File: config.mk
export PLATFORM = sky130hd
export DESIGN_NAME = keyboard_report_key_diff_unit
export DESIGN_NICKNAME = d
export VERILOG_FILES = /design/src/hdl/krd_pkg.sv /design/src/hdl/keyboard_report_key_diff_unit.sv
export SDC_FILE = /design/constraint.sdc
export NUM_CORES = 1
export LEC_CHECK = 0
export BUFFER_PORTS_ARGS = -buffer_cell sky130_fd_sc_hd__buf_2
export CORE_UTILIZATION = 35
export CTS_CLUSTER_SIZE = 30
export DETAILED_ROUTE_END_ITERATION = 10
export PLACE_DENSITY_LB_ADDON = 0.12
export REMOVE_ABC_BUFFERS = 1
export SYNTH_ARGS = -nofsm -noshare
export SYNTH_HDL_FRONTEND = slang
export SYNTH_SLANG_ARGS = --single-unit
File: constraint.sdc
create_clock -name clk -period 6.6 [get_ports clk]
set_input_delay 0.66 -clock clk [delete_from_list [all_inputs] [get_ports clk]]
set_output_delay 0.66 -clock clk [all_outputs]
set_load 0.05 [all_outputs]
File: src/hdl/krd_pkg.sv
// ----------------------------------------------------------------------------
// krd_pkg
// Constants shared by the keyboard report key differencer and its checker.
// ----------------------------------------------------------------------------
package krd_pkg;

  // Key slots carried by the input beat
  localparam int IN_SLOTS          = 6;
  // Default number of stored key slots
  localparam int KEY_SLOTS_DEF     = 6;

  localparam int USAGE_W           = 8;
  localparam int MODS_W            = 8;
  localparam int LEN_W             = 7;

  // Usages up to and including this one never raise an event
  localparam logic [USAGE_W-1:0] USAGE_RESERVED_MAX = 8'd3;
  // Reports shorter than this are dropped
  localparam logic [LEN_W-1:0]   MIN_REPORT_BYTES   = 7'd8;

  localparam int IN_TDATA_W        = 64;
  localparam int OUT_TDATA_W       = 16;

endpackage

File: src/hdl/keyboard_report_key_diff_unit.sv
// The first event of a report is loaded into the single event output register from the
// pending mask and payload registers captured with its beat. Throughput: one event beat
// per cycle while out_tready is high; a report gives at most 2*KEY_SLOTS events. The next
// report is taken in the cycle its predecessor's last event is loaded.
// Reset (rst_n low, synchronous) clears the stored slots, stored modifiers and pending events.
// ----------------------------------------------------------------------------
// keyboard_report_key_diff_unit
// Compares each boot keyboard report with the previous one and streams out
// key release and key press events, releases first, each in slot order.
// ----------------------------------------------------------------------------
module keyboard_report_key_diff_unit
  import krd_pkg::*;
#(
  parameter int KEY_SLOTS = KEY_SLOTS_DEF
) (
  input  logic                   clk,
  input  logic                   rst_n,
  // report_length[6:0], modifier_bits[14:7], slot_zero[22:15], slot_one[30:23],
  // slot_two[38:31], slot_three[46:39], slot_four[54:47], slot_five[62:55], pad[63]
  input  logic [IN_TDATA_W-1:0]  in_tdata,
  input  logic                   in_tvalid,
  output logic                   in_tready,
  // key_usage[7:0], event_modifiers[15:8]
  output logic [OUT_TDATA_W-1:0] out_tdata,
  // is_press[0]
  output logic                   out_tuser,
  // last_event
  output logic                   out_tlast,
  output logic                   out_tvalid,
  input  logic                   out_tready
);

  // Event mask: low half releases, high half presses
  localparam int EV_W = 2 * KEY_SLOTS;

  // Stored report
  logic [USAGE_W-1:0] prev_slots_r [KEY_SLOTS];
  logic [MODS_W-1:0]  prev_mods_r;

  // Pending events of the report in flight
  logic [EV_W-1:0]    pend_r, pend_nxt;
  logic [USAGE_W-1:0] ev_usage_r [EV_W];
  logic [MODS_W-1:0]  rel_mods_r;
  logic [MODS_W-1:0]  press_mods_r;

  // Output register
  logic [USAGE_W-1:0] out_usage_r;
  logic [MODS_W-1:0]  out_mods_r;
  logic               out_press_r;
  logic               out_last_r;
  logic               out_valid_r;

  // Incoming beat, unpacked
  logic [LEN_W-1:0]   in_len;
  logic [MODS_W-1:0]  in_mods;
  logic [USAGE_W-1:0] cur_slots [KEY_SLOTS];
  logic               in_fire;
  logic               rpt_ok;

  logic [KEY_SLOTS-1:0] rel_hit;
  logic [KEY_SLOTS-1:0] press_hit;

  logic               out_load;
  logic [EV_W-1:0]    pick;
  logic [EV_W-1:0]    pend_left;
  logic [USAGE_W-1:0] sel_usage;
  logic               sel_press;

  assign in_len  = in_tdata[LEN_W-1:0];
  assign in_mods = in_tdata[LEN_W +: MODS_W];

  // Slots beyond the beat read as empty; extra beat slots are dropped
  for (genvar g = 0; g < KEY_SLOTS; g++) begin : g_cur
    if (g < IN_SLOTS) begin : g_in
      assign cur_slots[g] = in_tdata[LEN_W + MODS_W + g*USAGE_W +: USAGE_W];
    end else begin : g_zero
      assign cur_slots[g] = '0;
    end
  end

  // Release: stored usage gone from the new report. Press: new usage not held before.
  always_comb begin
    logic rel_seen;
    logic press_seen;
    for (int i = 0; i < KEY_SLOTS; i++) begin
      rel_seen   = 1'b0;
      press_seen = 1'b0;
      for (int j = 0; j < KEY_SLOTS; j++) begin
        rel_seen   = rel_seen   | (prev_slots_r[i] == cur_slots[j]);
        press_seen = press_seen | (cur_slots[i] == prev_slots_r[j]);
      end
      rel_hit[i]   = (prev_slots_r[i] > USAGE_RESERVED_MAX) && !rel_seen;
      press_hit[i] = (cur_slots[i] > USAGE_RESERVED_MAX) && !press_seen;
    end
  end

  // Load the output register when an event is pending and it is empty or being drained
  assign out_load  = (pend_r != '0) && (!out_valid_r || out_tready);
  // Lowest pending event goes first
  assign pick      = out_load ? (pend_r & (~pend_r + EV_W'(1))) : '0;
  assign pend_left = pend_r & ~pick;

  always_comb begin
    sel_usage = '0;
    for (int k = 0; k < EV_W; k++) begin
      sel_usage = sel_usage | (ev_usage_r[k] & {USAGE_W{pick[k]}});
    end
    sel_press = |pick[EV_W-1:KEY_SLOTS];
  end

  // Take a new report once the last pending event has left for the output register
  assign in_tready = (pend_left == '0);
  assign in_fire   = in_tvalid && in_tready;
  assign rpt_ok    = (in_len >= MIN_REPORT_BYTES);

  always_comb begin
    pend_nxt = pend_left;
    if (in_fire && rpt_ok) begin
      pend_nxt = {press_hit, rel_hit};
    end
  end

  // Control state and stored report
  always_ff @(posedge clk) begin
    if (!rst_n) begin
      pend_r      <= '0;
      out_valid_r <= 1'b0;
      prev_mods_r <= '0;
      for (int i = 0; i < KEY_SLOTS; i++) begin
        prev_slots_r[i] <= '0;
      end
    end else begin
      pend_r <= pend_nxt;
      if (out_load) begin
        out_valid_r <= 1'b1;
      end else if (out_tready) begin
        out_valid_r <= 1'b0;
      end
      if (in_fire && rpt_ok) begin
        prev_mods_r <= in_mods;
        for (int i = 0; i < KEY_SLOTS; i++) begin
          prev_slots_r[i] <= cur_slots[i];
        end
      end
    end
  end

  // Event payload: capture usages and modifier tags of the accepted report
  always_ff @(posedge clk) begin
    if (in_fire && rpt_ok) begin
      rel_mods_r   <= prev_mods_r;
      press_mods_r <= in_mods;
      for (int i = 0; i < KEY_SLOTS; i++) begin
        ev_usage_r[i]             <= prev_slots_r[i];
        ev_usage_r[KEY_SLOTS + i] <= cur_slots[i];
      end
    end
  end

  // Output register payload
  always_ff @(posedge clk) begin
    if (out_load) begin
      out_usage_r <= sel_usage;
      out_mods_r  <= sel_press ? press_mods_r : rel_mods_r;
      out_press_r <= sel_press;
      out_last_r  <= (pend_left == '0);
    end
  end

  assign out_tdata  = {out_mods_r, out_usage_r};
  assign out_tuser  = out_press_r;
  assign out_tlast  = out_last_r;
  assign out_tvalid = out_valid_r;

endmodule

# Word-level counts from Yosys, hierarchy flattened
# Memory sizes are Yosys's and may differ from the RTL's.
# Index checks and enable logic that the tools add are counted.
# op_classes
add_sub_neg	1
order_cmp	13
eq_ne	72
n_mux	16
bitwise	93
n_reduce_logical	33
# op_table
op	n
8-bit equality test	72
8-bit AND	12
8-bit by 2-bit greater-than comparator with 1-bit output (second input constant)	12
8-bit bitwise OR	11
1-bit bitwise OR	66
8-bit two-way mux	7
12-bit AND	2
12-bit two-way mux	2
12-bit inverter	2
1-bit logical AND	15
1-bit zero test	13
12-bit by 1-bit adder with 12-bit output (second input constant)	1
12-bit zero test	1
12-bit nonzero test	1
7-bit by 4-bit >= comparator with 1-bit output (second input constant)	1
1-bit two-way mux	7
6-bit OR reduction	1
2-bit nonzero test	1
1-bit logical OR	1
# totals
regBits	55
mem_bits_rw	144
input_bits	68
out_inout_bits	20
word_cells	239
n_memories	2
# mem_list
memory	depth	width	read_ports	rd_ports_with_merged_regs	wr	line	source
ev_usage_r	12	8	12	0	12	keyboard_report_key_diff_unit.sv:42	logic [USAGE_W-1:0] ev_usage_r [EV_W];
prev_slots_r	6	8	6	0	6	keyboard_report_key_diff_unit.sv:37	logic [USAGE_W-1:0] prev_slots_r [KEY_SLOTS];

# Depth between registers and ports, before layout
# logic_depth
ltp_word	16
mapped_depth	11
ltp_nobuf	6

# Least setup slack after synthesis
# Ideal clock, no wire load.
# synth_path
path_kind	register -> register
start	register pend_r[0]
end	memory prev_slots_r[0][0] (enable)
setup_ns	0.520
t_arrival_ns	5.451
required_time_ns	6.080
setup_slack_ns	0.629
path_stages_with_launch	9
path_buffers	3
period_less_slack_ns	5.971
cell_sequence	dfxtp_1 -> buf_6 -> or4_4 -> buf_6 -> or3_1 -> buf_4 -> o31ai_2 -> nand3_1 -> o21ai_0
# synth_rtl
item	line	source
start: declaration	keyboard_report_key_diff_unit.sv:41	logic [EV_W-1:0] pend_r, pend_nxt;
start signal: assignment	keyboard_report_key_diff_unit.sv:133	pend_r <= pend_nxt;
end: declaration	keyboard_report_key_diff_unit.sv:37	

==> impl_metrics.tcl <==
set metrics [dict create \
    port_buffers 83 \
    ys_warn_count 0 \
    nets 1054 \
    synth_area_per_cell_um2 11.32 \
    fp.dieH_um 182.0 \
    cts_max_level 4 \
    synthMuxAreaShare_pct 1.501 \
    postRouteAntennaNets 0 \
    clockBufferDepth 2 \
    synth_top_area_share_pct 47.16 \
    clock_latency_ps 450 \
    grt_overflow 0 \
    synth_edf_count 178 \
    skew_ps 13.52 \
    slew_headroom_pct 25.27 \
    slew_violations 0 \
    place_ws_ps 2367 \
    synth_simple_gate_area_share_pct 14.24 \
    path_class "reg2reg" \
    cp.arrival_ps 4320 \
    synth_xor_area_share_pct 22.25 \
    die_area_mm2 0.03311 \
    cts_buffers 17 \
    routed_wl_um 38750 \
    cts-resized-gates 0 \
    async_reset_ff_share_pct 0 \
    drive_gt1_share_pct 13.91 \
    seq_area_mm2 0.005766 \
    viasPerCell 5.698 \
    cp_max_fo 90 \
    hold_violations 0 \
    synth.yosys.seq_area_share_pct 50.87 \
    fin_crit_ps 4240 \
    final.setup.worst_slack_ps 2360 \
    synth_compound_area_share_pct 6.546 \
    timing.max_cap.violations 0 \
    powerDensity_mw_per_mm2 508.5 \
    dr.pass1.iters 5 \
    synth_fa_ha_area_share_pct 0 \
    num_vias 7989 \
    peakVddDrop_uv 343.3 \
    rsz0062_at_grt "false" \
    grt_first_pass_wirelength_um 55860 \
    antenna_found_initial 1 \
    synthFlopType "edfxtp_1" \
    start_util_pct 35.74 \
    crit_path_end_kind "register" \
    fmax_mhz 235.9 \
    clkSinkCount 199 \
    syn2layout_area_growth_pct 9.338 \
    setup_viol 0 \
    tightest_slew_ps 1121 \
    dp_hpwl_um 26300 \
    synth.cell_area_mm2 0.01133 \
    placedInstanceArea_mm2 0.01182 \
    status "complete, no violations" \
    multi_input_area_mm2 0.005071 \
    grt_pass1_vias 7665 \
    cts_tree "built" \
    io_pins 88 \
    wire_per_inst_um 27.64 \
    synthTopCellsByCount "208 x xor2_1, 178 x edfxtp_1, 98 x clkbuf_1" \
    post_cts_buffers 0 \
    drt_iter0_markers 791 \
    synth_top_family_by_area "XOR/XNOR gates" \
    cts-root-buf "clkbuf_16" \
    crit_required_ps 6680 \
    crit_path_start_kind "register" \
    finalSetupTns_ps 0 \
    grt_max_degree 91 \
    clk_pin_slew_worst_paths_ps 80 \
    hold_slack_ps 403.0 \
    gp_congestion 0.8822 \
    row_count 65 \
    post-route-util_pct 39.07 \
    core_area_mm2 0.03172 \
    finalCritPeriodShare_pct 64.24 \
    drc 0 \
    yosys.cell_types.count 57 \
    netlist_instances 1001 \
    fin_area_mm2 0.01239 \
    postCtsHoldBufs 0 \
    nFillCells 3107 \
    grt_usage_pct 24.00 \
    synth_area_leaders "edfxtp_1 47%, xor2_1 16%, xnor2_1 6.2%" \
    synth_seq_cells 199 \
    hold_class "in2reg" \
    leakage_nw 4.484 \
    yosysTopAreaCell "edfxtp_1" \
    die_w_um 182.0 \
    post-synth-top-count-cell "xor2_1" \
]
## metrics by stage
| step | power, mW | instances |
|---|---|---|
| 6_report | 6.302 | 1402 |
| 3_3_place_gp | 5.282 | 1369 |
| 2_1_floorplan | 4.387 | 879 |
| 5_1_grt | 6.658 | 1402 |
| 3_5_place_dp | 5.301 | 1369 |
| 4_1_cts | 6.346 | 1401 |
## final timing paths
path | from | cells after the start | end | slack (ps)
worst max-delay path | pend_r[0] | 6 | ev_usage_r[1][29] | 2360
worst min-delay path | in_tdata[14] | 1 | press_mods_r[7] | 400
worst max register to register | pend_r[0] | 6 | ev_usage_r[1][29] | 2360
worst min register to register | prev_mods_r[3] | 0 | rel_mods_r[3] | 430
## sequential cells by signal, summed over array words and instances, names as in the netlist, 8 cells and up
register,count
ev_usage_r,96
prev_slots_r,48
pend_r,12
out_mods_r,8
out_usage_r,8
press_mods_r,8
prev_mods_r,8
rel_mods_r,8
## final cells by class
class | count | share of cell area (%)
antenna | 1 | 0.02019
clock buffer | 18 | 3.463
clock inverter | 14 | 1.141
inverter | 4 | 0.1212
multi-input combinational | 676 | 40.92
sequential | 199 | 46.52
tap | 402 | 4.059
timing repair buffer | 88 | 3.756
## layer usage
metal	up-vias	global-route usage [%]	wire (um)
met5	-	0	0
met4	0	7.731	1076
met3	63	3.951	2652
met2	364	36.62	17320
met1	4026	34.56	17690
li1	3536	-	-
## worst max-delay path: stages (launching register included)
cell and delay [ps]:
dfxtp_1 540, or4_4 690, nor3_4 200, a31oi_1 190, or4_1 840, nor2_4 840
buf_12 450
## cell usage in the layout (no fill, tap or decap), types with 8 or more instances in the layout
master     synthesis  final
a21oi_1           16     15
a221oi_1          14     14
a222oi_1          13     13
and2_1            52     52
buf_2              0     83
clkbuf_16          0     17
dfxtp_1           21     21
edfxtp_1         178    178
mux2_2             8      8
mux2i_1            8      8
nand2_1           50     50
nand3_1            8      8
nand4_1           25     25
nor2_1            19     19
nor2b_1           14     14
nor3_1            15     15
nor4_1            59     59
o21ai_0           12     11
or4_1             10     10
xnor2_1           80     80
xor2_1           208    208
## cells by family after synthesis
kind of cell	count (synthesis)
simple gates	275
buf+inv	126
xor+xnor	288
mux	16
compound gates	97
flops	199
## where the power goes
group | total [mW] | switching (mW) | internal [mW] | leakage (nW)
registers | 2.80 | 0.611 | 2.19 | 1.92
clock network | 1.04 | 0.510 | 0.531 | 0.276
logic | 2.46 | 1.59 | 0.867 | 2.29
total | 6.30 | 2.72 | 3.59 | 4.48
Power figures use the tool's default switching activity.
